`config.mk`:
```
export PLATFORM = sky130hd
export DESIGN_NAME = rm2d_seq
export DESIGN_NICKNAME = d
export VERILOG_FILES = /design/src/hw/rtl/rm2d_pkg.sv /design/src/hw/rtl/rm2d_seq.sv
export SDC_FILE = /design/constraint.sdc
export NUM_CORES = 1
export LEC_CHECK = 0
export BUFFER_PORTS_ARGS = -buffer_cell sky130_fd_sc_hd__buf_2
export CAP_MARGIN = 30
export CELL_PAD_IN_SITES_DETAIL_PLACEMENT = 1
export CELL_PAD_IN_SITES_GLOBAL_PLACEMENT = 1
export CORE_MARGIN = 4
export CORE_UTILIZATION = 48
export CTS_BUF_LIST = sky130_fd_sc_hd__clkbuf_8
export DETAILED_ROUTE_END_ITERATION = 6
export PLACE_DENSITY_LB_ADDON = 0.1
export SYNTH_ARGS = -nofsm -noshare
export SYNTH_HDL_FRONTEND = slang
export SYNTH_SLANG_ARGS = --single-unit
```
`constraint.sdc`:
```
create_clock -name clk -period 10.1 [get_ports clk]
set_input_delay 1.515 -clock clk [delete_from_list [all_inputs] [get_ports clk]]
set_output_delay 1.515 -clock clk [all_outputs]
set_load 0.01 [all_outputs]
```
`src/hw/rtl/rm2d_pkg.sv`:
```
// Shared types, constants and helper functions for the 2-D range-max segment tree.
`default_nettype none

package rm2d_pkg;

  // Default geometry and value width
  localparam int ROWS_DEF        = 16;
  localparam int COLS_DEF        = 16;
  localparam int VALUE_WIDTH_DEF = 32;

  // Fixed field widths of the stream items
  localparam int ROW_W      = 4;
  localparam int COL_W      = 4;
  localparam int END_W      = 5;
  localparam int IN_VAL_W   = 32;
  localparam int OUT_W      = 32;
  localparam int IN_DATA_W  = 56;  // 50 field bits padded to whole bytes
  localparam int OUT_DATA_W = 32;

  // Request kinds carried on tuser
  localparam logic REQ_UPDATE = 1'b0;
  localparam logic REQ_QUERY  = 1'b1;

  // Most negative 32-bit result, also the answer for an empty rectangle
  localparam logic [OUT_W-1:0] OUT_EMPTY_VAL = 32'h8000_0000;

  typedef enum logic [3:0] {
    S_CLEAR,
    S_IDLE,
    S_U_LEAF,
    S_U_CRD,
    S_U_CWR,
    S_U_RRD0,
    S_U_RWAIT,
    S_U_RRD,
    S_U_RWR,
    S_Q_OUTER,
    S_Q_INNER,
    S_Q_DRAIN,
    S_Q_FIN
  } state_t;

  // Row-bound phase of the outer query walk
  typedef enum logic [1:0] {
    QP_LO,
    QP_HI,
    QP_SHIFT
  } qphase_t;

  // Finished-query handoff from the sequencer to the output stage
  typedef struct packed {
    logic vld;
    logic empty;
  } fin_t;

  // Smallest power of two not below x
  function automatic int pow2up(input int x);
    int p;
    p = 1;
    while (p < x) p = p * 2;
    return p;
  endfunction

endpackage

`default_nettype wire

```
`src/hw/rtl/rm2d_seq.sv`:
```
// Sequencer and shared max unit: clear pass, point update walk, rectangle query walk.
`default_nettype none

module rm2d_seq
  import rm2d_pkg::*;
#(
  parameter int ROWS        = ROWS_DEF,
  parameter int COLS        = COLS_DEF,
  parameter int VALUE_WIDTH = VALUE_WIDTH_DEF,
  localparam int TH  = pow2up(ROWS),
  localparam int TW  = pow2up(COLS),
  localparam int HW  = $clog2(TH) + 1,
  localparam int WBW = $clog2(TW) + 1,
  localparam int AW  = HW + WBW
) (
  input  wire logic                   clk,
  input  wire logic                   rst_n,
  input  wire logic                   start,
  output logic                        ready,
  input  wire logic                   req_type,
  input  wire logic [ROW_W-1:0]       row,
  input  wire logic [COL_W-1:0]       col,
  input  wire logic [END_W-1:0]       row_end,
  input  wire logic [END_W-1:0]       col_end,
  input  wire logic [IN_VAL_W-1:0]    value,
  input  wire logic                   out_free,
  output fin_t                        fin,
  output logic [OUT_W-1:0]            max_value,
  output logic                        ram_we,
  output logic [AW-1:0]               ram_waddr,
  output logic [VALUE_WIDTH-1:0]      ram_wdata,
  output logic                        ram_re,
  output logic [AW-1:0]               ram_raddr,
  input  wire logic [VALUE_WIDTH-1:0] ram_rdata
);

  localparam int VW  = VALUE_WIDTH;
  localparam int SW  = (VW > OUT_W) ? VW : OUT_W;
  localparam int MXD = (ROWS > COLS) ? ROWS : COLS;
  localparam int XW0 = $clog2(MXD + 1);
  localparam int XW  = (XW0 > END_W) ? XW0 : END_W;

  localparam logic signed [VW-1:0] IDENT   = {1'b1, {(VW-1){1'b0}}};
  localparam logic signed [SW-1:0] SAT_MIN = SW'(signed'(32'h8000_0000));
  localparam logic signed [SW-1:0] SAT_MAX = SW'(signed'(32'h7FFF_FFFF));

  function automatic logic [AW-1:0] addr_of(input logic [HW-1:0] h, input logic [WBW-1:0] w);
    return {h, w};
  endfunction

  state_t                state_r, state_nxt;
  qphase_t               qph_r, qph_nxt;
  logic [AW-1:0]         clr_r, clr_nxt;
  logic                  rd_pend_r, rd_pend_nxt;
  logic                  empty_r, empty_nxt;
  logic                  iside_r, iside_nxt;
  logic [HW-1:0]         lh_r, lh_nxt;
  logic [WBW-1:0]        w_r, w_nxt;
  logic [HW-1:0]         ci_r, ci_nxt;
  logic [HW-1:0]         rh_r, rh_nxt;
  logic [WBW-1:0]        cj_r, cj_nxt;
  logic signed [VW-1:0]  cur_r, cur_nxt;
  logic signed [VW-1:0]  acc_r, acc_nxt;
  logic [HW:0]           qh1_r, qh1_nxt, qh2_r, qh2_nxt;
  logic [WBW:0]          qw1_r, qw1_nxt, qw2_r, qw2_nxt;
  logic [WBW:0]          wc1_r, wc1_nxt, wc2_r, wc2_nxt;
  logic [HW-1:0]         hs_r, hs_nxt;

  logic                  q_rd;
  logic [HW:0]           qh2_dec;
  logic [WBW:0]          wc2_dec;
  logic signed [VW-1:0]  mx_a, mx;
  logic signed [IN_VAL_W-1:0] vin;
  logic signed [SW-1:0]  vext, aext, sat;
  logic [XW-1:0]         re_c, ce_c;
  logic                  q_empty, u_out;

  assign qh2_dec = qh2_r - (HW+1)'(1);
  assign wc2_dec = wc2_r - (WBW+1)'(1);

  // Shared compare unit: query accumulator while a query read lands, else update carry
  assign mx_a = rd_pend_r ? acc_r : cur_r;
  assign mx   = (mx_a >= $signed(ram_rdata)) ? mx_a : $signed(ram_rdata);

  // Wrap or sign-extend the input value to the stored width
  assign vin  = signed'(value);
  assign vext = SW'(vin);

  // Clamp query bounds to the grid and test for an empty rectangle
  assign re_c    = (XW'(row_end) > XW'(ROWS)) ? XW'(ROWS) : XW'(row_end);
  assign ce_c    = (XW'(col_end) > XW'(COLS)) ? XW'(COLS) : XW'(col_end);
  assign q_empty = (XW'(row) >= re_c) || (XW'(col) >= ce_c);
  assign u_out   = (XW'(row) >= XW'(ROWS)) || (XW'(col) >= XW'(COLS));

  // Saturate the accumulator to the 32-bit result range
  assign aext      = SW'(acc_r);
  assign sat       = (aext < SAT_MIN) ? SAT_MIN : ((aext > SAT_MAX) ? SAT_MAX : aext);
  assign max_value = empty_r ? OUT_EMPTY_VAL : sat[OUT_W-1:0];

  assign ready = (state_r == S_IDLE);

  always_ff @(posedge clk) begin
    if (!rst_n) begin
      state_r   <= S_CLEAR;
      clr_r     <= '0;
      rd_pend_r <= 1'b0;
    end else begin
      state_r   <= state_nxt;
      clr_r     <= clr_nxt;
      rd_pend_r <= rd_pend_nxt;
    end
  end

  always_ff @(posedge clk) begin
    qph_r   <= qph_nxt;
    empty_r <= empty_nxt;
    iside_r <= iside_nxt;
    lh_r    <= lh_nxt;
    w_r     <= w_nxt;
    ci_r    <= ci_nxt;
    rh_r    <= rh_nxt;
    cj_r    <= cj_nxt;
    cur_r   <= cur_nxt;
    acc_r   <= acc_nxt;
    qh1_r   <= qh1_nxt;
    qh2_r   <= qh2_nxt;
    qw1_r   <= qw1_nxt;
    qw2_r   <= qw2_nxt;
    wc1_r   <= wc1_nxt;
    wc2_r   <= wc2_nxt;
    hs_r    <= hs_nxt;
  end

  always_comb begin
    state_nxt = state_r;
    qph_nxt   = qph_r;
    clr_nxt   = clr_r;
    empty_nxt = empty_r;
    iside_nxt = iside_r;
    lh_nxt    = lh_r;
    w_nxt     = w_r;
    ci_nxt    = ci_r;
    rh_nxt    = rh_r;
    cj_nxt    = cj_r;
    cur_nxt   = cur_r;
    acc_nxt   = rd_pend_r ? mx : acc_r;
    qh1_nxt   = qh1_r;
    qh2_nxt   = qh2_r;
    qw1_nxt   = qw1_r;
    qw2_nxt   = qw2_r;
    wc1_nxt   = wc1_r;
    wc2_nxt   = wc2_r;
    hs_nxt    = hs_r;
    q_rd      = 1'b0;
    ram_we    = 1'b0;
    ram_waddr = '0;
    ram_wdata = '0;
    ram_re    = 1'b0;
    ram_raddr = '0;
    fin.vld   = 1'b0;
    fin.empty = empty_r;

    case (state_r)
      S_CLEAR: begin
        ram_we    = 1'b1;
        ram_waddr = clr_r;
        ram_wdata = IDENT;
        clr_nxt   = clr_r + AW'(1);
        if (clr_r == '1) begin
          state_nxt = S_IDLE;
        end
      end

      S_IDLE: begin
        if (start) begin
          if (req_type == REQ_UPDATE) begin
            if (!u_out) begin
              lh_nxt    = HW'(row) + HW'(TH);
              w_nxt     = WBW'(col) + WBW'(TW);
              cur_nxt   = vext[VW-1:0];
              state_nxt = S_U_LEAF;
            end
          end else begin
            acc_nxt   = IDENT;
            empty_nxt = q_empty;
            if (q_empty) begin
              state_nxt = S_Q_FIN;
            end else begin
              qh1_nxt   = (HW+1)'(row) + (HW+1)'(TH);
              qh2_nxt   = (HW+1)'(re_c) + (HW+1)'(TH);
              qw1_nxt   = (WBW+1)'(col) + (WBW+1)'(TW);
              qw2_nxt   = (WBW+1)'(ce_c) + (WBW+1)'(TW);
              qph_nxt   = QP_LO;
              state_nxt = S_Q_OUTER;
            end
          end
        end
      end

      // Update: write the leaf, then climb its column of row nodes
      S_U_LEAF: begin
        ram_we    = 1'b1;
        ram_waddr = addr_of(lh_r, w_r);
        ram_wdata = cur_r;
        ci_nxt    = lh_r;
        rh_nxt    = lh_r;
        if ((lh_r >> 1) != '0) begin
          state_nxt = S_U_CRD;
        end else if ((w_r >> 1) != '0) begin
          state_nxt = S_U_RRD0;
        end else begin
          state_nxt = S_IDLE;
        end
      end

      S_U_CRD: begin
        ram_re    = 1'b1;
        ram_raddr = addr_of(ci_r ^ HW'(1), w_r);
        state_nxt = S_U_CWR;
      end

      S_U_CWR: begin
        ram_we    = 1'b1;
        ram_waddr = addr_of(ci_r >> 1, w_r);
        ram_wdata = mx;
        cur_nxt   = mx;
        ci_nxt    = ci_r >> 1;
        if ((ci_r >> 2) != '0) begin
          state_nxt = S_U_CRD;
        end else if ((w_r >> 1) != '0) begin
          state_nxt = S_U_RRD0;
        end else begin
          state_nxt = S_IDLE;
        end
      end

      // Update: for each affected tree row, climb the column tree
      S_U_RRD0: begin
        ram_re    = 1'b1;
        ram_raddr = addr_of(rh_r, w_r);
        cj_nxt    = w_r;
        state_nxt = S_U_RWAIT;
      end

      S_U_RWAIT: begin
        cur_nxt   = $signed(ram_rdata);
        ram_re    = 1'b1;
        ram_raddr = addr_of(rh_r, cj_r ^ WBW'(1));
        state_nxt = S_U_RWR;
      end

      S_U_RRD: begin
        ram_re    = 1'b1;
        ram_raddr = addr_of(rh_r, cj_r ^ WBW'(1));
        state_nxt = S_U_RWR;
      end

      S_U_RWR: begin
        ram_we    = 1'b1;
        ram_waddr = addr_of(rh_r, cj_r >> 1);
        ram_wdata = mx;
        cur_nxt   = mx;
        cj_nxt    = cj_r >> 1;
        if ((cj_r >> 2) != '0) begin
          state_nxt = S_U_RRD;
        end else begin
          rh_nxt = rh_r >> 1;
          if ((rh_r >> 1) != '0) begin
            state_nxt = S_U_RRD0;
          end else begin
            state_nxt = S_IDLE;
          end
        end
      end

      // Query: bottom-up walk over tree rows
      S_Q_OUTER: begin
        case (qph_r)
          QP_LO: begin
            if (qh1_r >= qh2_r) begin
              state_nxt = S_Q_DRAIN;
            end else if (qh1_r[0]) begin
              hs_nxt    = qh1_r[HW-1:0];
              qh1_nxt   = qh1_r + (HW+1)'(1);
              wc1_nxt   = qw1_r;
              wc2_nxt   = qw2_r;
              iside_nxt = 1'b0;
              qph_nxt   = QP_HI;
              state_nxt = S_Q_INNER;
            end else begin
              qph_nxt = QP_HI;
            end
          end
          QP_HI: begin
            if (qh2_r[0]) begin
              hs_nxt    = qh2_dec[HW-1:0];
              qh2_nxt   = qh2_dec;
              wc1_nxt   = qw1_r;
              wc2_nxt   = qw2_r;
              iside_nxt = 1'b0;
              qph_nxt   = QP_SHIFT;
              state_nxt = S_Q_INNER;
            end else begin
              qh1_nxt = qh1_r >> 1;
              qh2_nxt = qh2_r >> 1;
              qph_nxt = QP_LO;
            end
          end
          QP_SHIFT: begin
            qh1_nxt = qh1_r >> 1;
            qh2_nxt = qh2_r >> 1;
            qph_nxt = QP_LO;
          end
          default: begin
            qph_nxt = QP_LO;
          end
        endcase
      end

      // Query: bottom-up walk over column nodes of one tree row, at most one read a cycle
      S_Q_INNER: begin
        if (!iside_r) begin
          if (wc1_r >= wc2_r) begin
            state_nxt = S_Q_OUTER;
          end else begin
            if (wc1_r[0]) begin
              ram_re    = 1'b1;
              ram_raddr = addr_of(hs_r, wc1_r[WBW-1:0]);
              q_rd      = 1'b1;
              wc1_nxt   = wc1_r + (WBW+1)'(1);
            end
            iside_nxt = 1'b1;
          end
        end else begin
          if (wc2_r[0]) begin
            ram_re    = 1'b1;
            ram_raddr = addr_of(hs_r, wc2_dec[WBW-1:0]);
            q_rd      = 1'b1;
          end
          wc1_nxt   = wc1_r >> 1;
          wc2_nxt   = wc2_r >> 1;
          iside_nxt = 1'b0;
        end
      end

      // Let the last read land in the accumulator
      S_Q_DRAIN: begin
        state_nxt = S_Q_FIN;
      end

      // Hold until the output register can take the result
      S_Q_FIN: begin
        fin.vld = out_free;
        if (out_free) begin
          state_nxt = S_IDLE;
        end
      end

      default: begin
        state_nxt = S_IDLE;
      end
    endcase
  end

  assign rd_pend_nxt = q_rd;

  a_port_excl: assert property (@(posedge clk) disable iff (!rst_n)
    !(ram_we && ram_re))
    else $error("RAM read and write issued in the same cycle");

  a_fin_drained: assert property (@(posedge clk) disable iff (!rst_n)
    fin.vld |-> !rd_pend_r)
    else $error("query finished with a read still in flight");

  a_acc_mono: assert property (@(posedge clk) disable iff (!rst_n)
    rd_pend_r |=> (acc_r >= $past(acc_r)))
    else $error("query accumulator decreased");

endmodule

`default_nettype wire

```
==> impl_table.tex, run 1 <==
\begin{tabular}{lr}
\hline
Metric & Value \\
\hline
\multicolumn{2}{l}{\textbf{Run status}} \\
Outcome & finished clean \\
\multicolumn{2}{l}{\textbf{Global route}} \\
Largest net degree at the start of global routing & 66 \\
Global-route wire length before repair & $\sim$46000 um \\
Via count of the first global-routing pass & between 8000 and 9000 \\
Number of antenna violations at the first check in global routing & 0 \\
Overall global routing resource usage & around a quarter \\
Total gr overflow & 0 \\
\multicolumn{2}{l}{\textbf{Timing}} \\
Final setup violating endpoints & 0 \\
Slew headroom & about a third \\
Setup skew after layout & 0.0143 ns \\
Unrepaired setup endpoints after global routing & false \\
Final-report max-slew violation count & 0 \\
Hold slack final & between 0.4 and 0.5 ns \\
Post-route minimum period & approximately 6 ns \\
Period Utilization, post-route & between 60\% and 70\% \\
Final hold violations & 0 \\
Peak Freq & $\sim$160 MHz \\
Final WS setup & just under 4 ns \\
Slew @ Worst Pin & between 0.9 and 1 ns \\
Setup TNS & 0 ns \\
\multicolumn{2}{l}{\textbf{Power}} \\
Relative contribution of the clock network to total power & 21.7\% \\
Net switching component of the power & approximately 900 uW \\
Internal power consumption & roughly 1.3 mW \\
Total leakage power & 4.68 nW \\
Relative contribution of sequential cells to total power & between 30\% and 40\% \\
Logic pwr share & between 40\% and 50\% \\
Largest voltage drop on the vdd net & between 0.00008 and 0.00009 V \\
Sw Share & approximately 40\% \\
Pwr Density & between 200 and 250 mW/mm\^{}2 \\
\multicolumn{2}{l}{\textbf{Critical path}} \\
Worst Setup Start Kind & register \\
Required time at the endpoint of the critical path & approximately 8.6 ns \\
Critical-path maximum fanout & 65 \\
Critical Setup Path Class & reg2out \\
Worst Path Arrival & $\sim$4.6 ns \\
R2r setup slk & 5.88 ns \\
Crit. End Element & output port \\
\multicolumn{2}{l}{\textbf{Routing}} \\
Router iterations before antenna repair & 7 \\
Vias & roughly 8500 \\
Remaining DRCs & 0 \\
Total wire length & a little under 30000 um \\
Violation count after the first detailed-routing iteration & between 400 and 500 \\
Antenna violation net count after detailed routing & 0 \\
Via density per instance & $\sim$6.0 \\
Wire length per cell & slightly above 20 um \\
\multicolumn{2}{l}{\textbf{Die}} \\
Core Region & 0.0190 mm\^{}2 \\
Num ports & roughly 180 \\
Full die area & 0.0219 mm\^{}2 \\
Die width & 148 um \\
Row count & 50 \\
Starting utilization of the core area & 49.5\% \\
Die Height & roughly 150 um \\
\multicolumn{2}{l}{\textbf{Placed design}} \\
HPWL after DPL & $\sim$21000 um \\
Setup slack at placement & $\sim$4.2 ns \\
Placed cell count & 1387 \\
Final weighted congestion in routability-driven placement & slightly below 0.9 \\
Buffers added on ports & around 180 \\
\multicolumn{2}{l}{\textbf{CTS}} \\
Clock insertion delay at the later pin of the skew report & $\sim$0.47 ns \\
Number of H-tree levels & 4 \\
Number of buffers inserted by post-CTS setup repair & 0 \\
Clock-pin slew on the worst setup and hold paths & 0.09 ns \\
Clock tree from TritonCTS & yes \\
Root buffer selected by CTS & clkbuf\_8 \\
CTS-repair resized insts & 0 \\
\# clock sinks & 145 \\
CTS Hold Buffers Added & 0 \\
Worst-case clock buffer depth & 2 \\
Inserted Clock Buffers & 17 \\
\multicolumn{2}{l}{\textbf{Synthesis}} \\
Cell area after technology mapping & between 0.009 and 0.01 mm\^{}2 \\
Area share of the leading cell type in the synthesized netlist & about 31\% \\
Cell taking the most area after synthesis & edfxtp\_1 \\
Top cells by area, synth & edfxtp\_1 (31\%), dfxtp\_1 (10\%), ha\_1 (7.7\%) \\
Most instantiated cells after synthesis & edfxtp\_1 (98), nand2\_1 (86), nor2b\_1 (75), inv\_1 (72), a221o\_1 (68) \\
Total of warnings raised by yosys & 0 \\
Most frequently used cell type in the post-synthesis netlist & edfxtp\_1 \\
Main synth FF type & edfxtp\_1 \\
Post-synthesis sequential area ratio & a little over 40\% \\
Post-synthesis net count & roughly 1100 \\
Post-synthesis sequential element count & between 100 and 150 \\
Number of flops mapped to enable cells by yosys & 98 \\
Gate count of the mapped netlist & 1002 \\
Post-synthesis area per instance & between 9 and 10 um\^{}2 \\
Proportion of register bits with asynchronous set or reset after synthesis & 0\% \\
Number of unique standard cell types used by synthesis & 72 \\
\multicolumn{2}{l}{\textbf{Finish}} \\
Layout cells sized above 1 & 23.1\% \\
Count of nets after finishing & $\sim$1300 \\
Antenna cells & 0 \\
Final standard cell count with taps included and fillers excluded & $\sim$1400 \\
Synth-to-layout area growth & 15.7\% \\
\multicolumn{2}{l}{\textbf{Flow run}} \\
Max-capacitance violation count & 0 \\
\multicolumn{2}{l}{\textbf{Worst hold path}} \\
Worst hold path class & reg2reg \\
\hline
\end{tabular}
-- logic make-up (layout without fill, tap and decap cells) --
family	Yosys count	after routing	synth area share, %
buffers and inverters	139	296	5.83
AO/OA/AOI/OAI	270	270	20.5
flip-flops	145	145	41.2
multiplexers	40	40	4.66
adder cells (fa/ha/maj)	58	58	7.70
AND/OR/NAND/NOR	330	330	18.2
XOR/XNOR	20	20	1.86
-- worst max-delay path, cell delays in order, from the launching register on --
cell     delay, ns
dfxtp_2       0.32
buf_4         0.59
mux2_2        0.42
ha_1          0.29
a21oi_1       0.15
o21ai_0       0.16
a221o_1       0.39
o31ai_4       0.32
nand4_4       0.47
nor2_2        0.21
buf_4         0.41
a221o_1       0.24
buf_2         0.14
-- path summary, 6_finish.rpt --
kind	cells past startpoint	from	endpoint
setup / recovery	12	rd_pend_r$_SDFF_PN0_	ram_wdata[28]
hold / removal	2	acc_r[8]$_DFF_P_	acc_r[8]$_DFF_P_
setup reg to reg	11	rd_pend_r$_SDFF_PN0_	cur_r[26]$_DFFE_PP_
hold reg to reg	2	acc_r[8]$_DFF_P_	acc_r[8]$_DFF_P_
-- cell type report --
type | count | area [um^2]
Clock inverter | 15 | 174
Timing Repair Buffer | 190 | 1010
Multi-Input combinational cell | 718 | 4990
Clock buffer | 17 | 234
Sequential cell | 145 | 3880
Fill cell | 2302 | 8120
Inverter | 74 | 278
Tap cell | 260 | 325
-- registers in the layout, indices dropped and copies added (netlist names), 5 cells and up, named ones only --
register,count
acc_r,32
cur_r,32
clr_r,10
qh1_r,6
qw2_r,6
wc1_r,6
wc2_r,6
ci_r,5
cj_r,5
hs_r,5
rh_r,5
-- cell usage in the layout (no fill, tap or decap), drive strengths merged, types with 9 or more instances in the layout --
cell    instances
nor3           11
nand3          45
a221o          68
xnor2          16
nand2b         14
mux2           31
inv            81
buf           190
edfxtp         98
ha             58
clkbuf         17
nor2           47
a21oi          66
and2           14
mux2i           9
nand2          86
dfxtp          47
o21ai          68
nor2b          75
nand4          12
-- through the flow --
| stage | power (mW) | area (um^2) | util, % |
|---|---|---|---|
| final | 2.24 | 10900 | 57.3 |
| after global routing | 2.38 | 10900 | 57.3 |
| after CTS | 2.25 | 10900 | 57.3 |
| after floorplan | 1.43 | 9420 | - |
| after global placement | 1.73 | 10500 | 55.0 |
| after detailed placement | 1.76 | 10500 | 55.2 |
-- power by group through the flow --
stage | logic, mW | registers [mW] | clock network [mW]
finish | 0.924 | 0.832 | 0.487
global route | 1.01 | 0.843 | 0.525
CTS | 0.924 | 0.831 | 0.497
detailed placement | 0.913 | 0.843 | 0
global placement | 0.884 | 0.842 | 0
floorplan | 0.626 | 0.809 | 0
-- layer usage --
metal	vias up	wire length (um)	track usage (%)
li1	3990	-	-
met1	4197	13000	35.8
met2	264	14200	44.3
met3	37	1700	4.94
met4	0	486	6.14
met5	-	0	0
Power figures use the tool's default switching activity.
==> run 2, diff against run 1 <==
CORE_UTILIZATION = 40   (was 48)
clock period = 5 ns   (was 10.1 ns; I/O delays follow)
==> run 2 against run 1 <==
  * Combinational power rose by 98%
  * Final area increased by 1.2%
  * Global-route usage down 3.4 points
  * Sequential power rose by 110%
  * Non-clock buffer count is 4 higher
  * Routed wire length up 3.7%
  * Power is 110% higher
  * Largest cell class unchanged
  * Clock-buffer cell count is the same
==> impl_table.tex, run 2 (synthesis gave the netlist of run 1 again) <==
\begin{tabular}{lr}
\hline
Metric & Value \\
\hline
\multicolumn{2}{l}{\textbf{Finish}} \\
Commonest non-fill, non-tap cells in the layout & buf\_2 (175), edfxtp\_1 (98), nand2\_1 (86) (unchanged) \\
Final standard cell count with taps included and fillers excluded & 1477 (was 1419) \\
Utilization of the core after routing & 48.1\% (was 57.3\%) \\
Leading cell type in the layout, fill and taps excluded & buf\_2 (unchanged) \\
Area of combinational cells with multiple inputs & 0.00499 mm\^{}2 (unchanged) \\
Final std cell area, no fill & 0.0110 mm\^{}2 (was 0.0109 mm\^{}2) \\
Synth-to-layout area growth & 17.0\% (was 15.7\%) \\
Biggest registers after layout & acc\_r x32, cur\_r x32, clr\_r x10 (unchanged) \\
Final-layout fill cell count & 2681 (was 2302) \\
Count of nets after finishing & 1295 (was 1291) \\
Layout cells sized above 1 & 23.1\% (about the same) \\
Register area & 0.00389 mm\^{}2 (was 0.00388 mm\^{}2) \\
\multicolumn{2}{l}{\textbf{Power}} \\
Tot Pwr & 4.62 mW (was 2.24 mW) \\
Relative contribution of the clock network to total power & 23.3\% (was 21.7\%) \\
Relative contribution of sequential cells to total power & 37.1\% (about the same) \\
Total leakage power & 4.72 nW (was 4.68 nW) \\
Sw Share & 39.3\% (was 40.1\%) \\
Pwr Density & 419 mW/mm\^{}2 (was 206 mW/mm\^{}2) \\
Largest voltage drop on the vdd net & 0.000196 V (was 0.0000896 V) \\
Net switching component of the power & 1.82 mW (was 900 uW) \\
Logic pwr share & 39.6\% (was 41.2\%) \\
Internal power consumption & 2.80 mW (was 1.34 mW) \\
\multicolumn{2}{l}{\textbf{Critical path}} \\
Library cell contributing the largest single delay on the critical path & dfxtp\_4 (was buf\_4) \\
Worst Path Arrival & 4.01 ns (was 4.62 ns) \\
Critical-path maximum fanout & 31 (was 65) \\
Crit-path max cell delay & 0.55 ns (was 0.59 ns) \\
R2r setup slk & 0.90 ns (was 5.88 ns) \\
Critical Setup Path Class & reg2out (unchanged) \\
Required time at the endpoint of the critical path & 4.25 ns (was 8.59 ns) \\
Worst R2R Path Depth & 11 (unchanged) \\
Worst Setup Start Kind & register (unchanged) \\
Crit. End Element & output port (unchanged) \\
CP cell instances & buf\_4 > mux2\_2 > ha\_1 > a21oi\_1 > o21ai\_0 > a221o\_1 > o31ai\_4 > a41o\_1 > buf\_4 > nor2b\_1 > a221o\_1 > buf\_2 (was buf\_4 > mux2\_2 > ha\_1 > a21oi\_1 > o21ai\_0 > a221o\_1 > o31ai\_4 > nand4\_4 > nor2\_2 > buf\_4 > a221o\_1 > buf\_2) \\
\multicolumn{2}{l}{\textbf{CTS}} \\
Inserted Clock Buffers & 17 (unchanged) \\
Root buffer selected by CTS & clkbuf\_8 (unchanged) \\
CTS-repair resized insts & 0 (unchanged) \\
Number of buffers inserted by post-CTS setup repair & 0 (unchanged) \\
CTS Hold Buffers Added & 0 (unchanged) \\
Clock tree from TritonCTS & yes (unchanged) \\
\# clock sinks & 145 (unchanged) \\
Worst-case clock buffer depth & 2 (unchanged) \\
Clock insertion delay at the later pin of the skew report & 0.46 ns (was 0.47 ns) \\
Number of H-tree levels & 4 (unchanged) \\
Clock-pin slew on the worst setup and hold paths & 0.09 ns (about the same) \\
\multicolumn{2}{l}{\textbf{Timing}} \\
Peak Freq & $\sim$210 MHz \\
Slew headroom & 43.1\% (was 34.4\%) \\
Final WS setup & 0.240 ns (was 3.96 ns) \\
Period Utilization, post-route & between 90\% and 100\% \\
Unrepaired setup endpoints after global routing & false (unchanged) \\
Hold slack final & 0.495 ns (was 0.490 ns) \\
Final hold violations & 0 (unchanged) \\
Final-report max-slew violation count & 0 (unchanged) \\
Final setup violating endpoints & 0 (unchanged) \\
Setup TNS & 0 ns (unchanged) \\
Slew @ Worst Pin & 0.853 ns (was 0.960 ns) \\
Setup skew after layout & 0.0175 ns (was 0.0143 ns) \\
Post-route minimum period & $\sim$4.8 ns \\
\multicolumn{2}{l}{\textbf{Placed design}} \\
Final weighted congestion in routability-driven placement & 0.825 (was 0.877) \\
Placed cell count & 1444 (was 1387) \\
HPWL after DPL & 22700 um (was 21000 um) \\
Placement Cell Area & 0.0106 mm\^{}2 (was 0.0105 mm\^{}2) \\
Buffers added on ports & 175 (unchanged) \\
Setup slack at placement & 0.597 ns (was 4.19 ns) \\
\multicolumn{2}{l}{\textbf{Global route}} \\
Via count of the first global-routing pass & 8496 (was 8709) \\
Overall global routing resource usage & 23.1\% (was 26.4\%) \\
Global-route wire length before repair & 47700 um (was 46500 um) \\
Largest net degree at the start of global routing & 38 (was 66) \\
Number of antenna violations at the first check in global routing & 2 (was 0) \\
Total gr overflow & 0 (unchanged) \\
\multicolumn{2}{l}{\textbf{Flow run}} \\
Max-capacitance violation count & 0 (unchanged) \\
\multicolumn{2}{l}{\textbf{Routing}} \\
Total wire length & 30500 um (was 29400 um) \\
Wire length per cell & 20.6 um (was 20.7 um) \\
Via density per instance & 5.65 (was 5.98) \\
Router iterations before antenna repair & 5 (was 7) \\
Antenna violation net count after detailed routing & 0 (unchanged) \\
Vias & 8341 (was 8488) \\
Violation count after the first detailed-routing iteration & 588 (was 479) \\
Remaining DRCs & 0 (unchanged) \\
\multicolumn{2}{l}{\textbf{Die}} \\
Core Region & 0.0229 mm\^{}2 (was 0.0190 mm\^{}2) \\
Starting utilization of the core area & 41.1\% (was 49.5\%) \\
Num ports & 176 (unchanged) \\
Row count & 55 (was 50) \\
Die Height & 161 um (was 148 um) \\
Full die area & 0.0261 mm\^{}2 (was 0.0219 mm\^{}2) \\
Die width & 161 um (was 148 um) \\
\multicolumn{2}{l}{\textbf{Run status}} \\
Outcome & finished clean (unchanged) \\
\multicolumn{2}{l}{\textbf{Worst hold path}} \\
Min-Delay Path Depth & 2 (unchanged) \\
Worst hold path class & reg2reg (unchanged) \\
\hline
\end{tabular}
## run 2: cell types whose count changed in the layout (fill, tap and decap cells not counted)
cell	before	now
buf_16	1	0
buf_12	0	1
clkinv_4	3	0
clkinv_1	1	4
diode_2	0	1
buf_4	13	17
inv_6	7	6
dfxtp_2	1	0
clkinvlp_4	2	1
buf_8	0	1
bufinv_16	2	4
dfxtp_4	0	1
buf_6	1	0
## run 2: cell type report
cell class                 count  share of cell area, %
inverter                      74                   2.52
multi-input combinational    718                   45.3
clock buffer                  17                   2.12
sequential                   145                   35.2
antenna                        1                 0.0227
clock inverter                15                   1.84
timing repair buffer         194                   9.42
tap                          313                   3.55
## run 2: worst paths after layout
check                         to                 start
max                 ram_wdata[5]  rd_pend_r$_SDFF_PN0_
min             acc_r[9]$_DFF_P_      acc_r[9]$_DFF_P_
max reg2reg  cur_r[28]$_DFFE_PP_  rd_pend_r$_SDFF_PN0_
min reg2reg     acc_r[9]$_DFF_P_      acc_r[9]$_DFF_P_
## run 2: power by group through the flow
stage	clock network (mW)	registers, mW	logic (mW)
after floorplan	0	1.63	1.26
after global placement	0	1.74	1.81
after detailed placement	0	1.74	1.84
after CTS	1.10	1.71	1.85
after global routing	1.15	1.74	2.04
final	1.07	1.72	1.83
## run 2: routing by layer
metal	part of all wire (%)	track usage (%)	up-vias
li1	-	-	3991
met1	47	32.4	4121
met2	46	36.9	200
met3	5.3	4.70	27
met4	1.3	5.31	2
met5	0.023	0	-
## run 2: critical path, delay by kind of cell, from the launching register on
kind / cells / cell delay [ns]
AO/OA/AOI/OAI: 6 / 1.58
adder cells (fa/ha/maj): 1 / 0.19
buffers and inverters: 3 / 0.75
flip-flops: 1 / 0.55
multiplexers: 1 / 0.35
AND/OR/NAND/NOR: 1 / 0.13
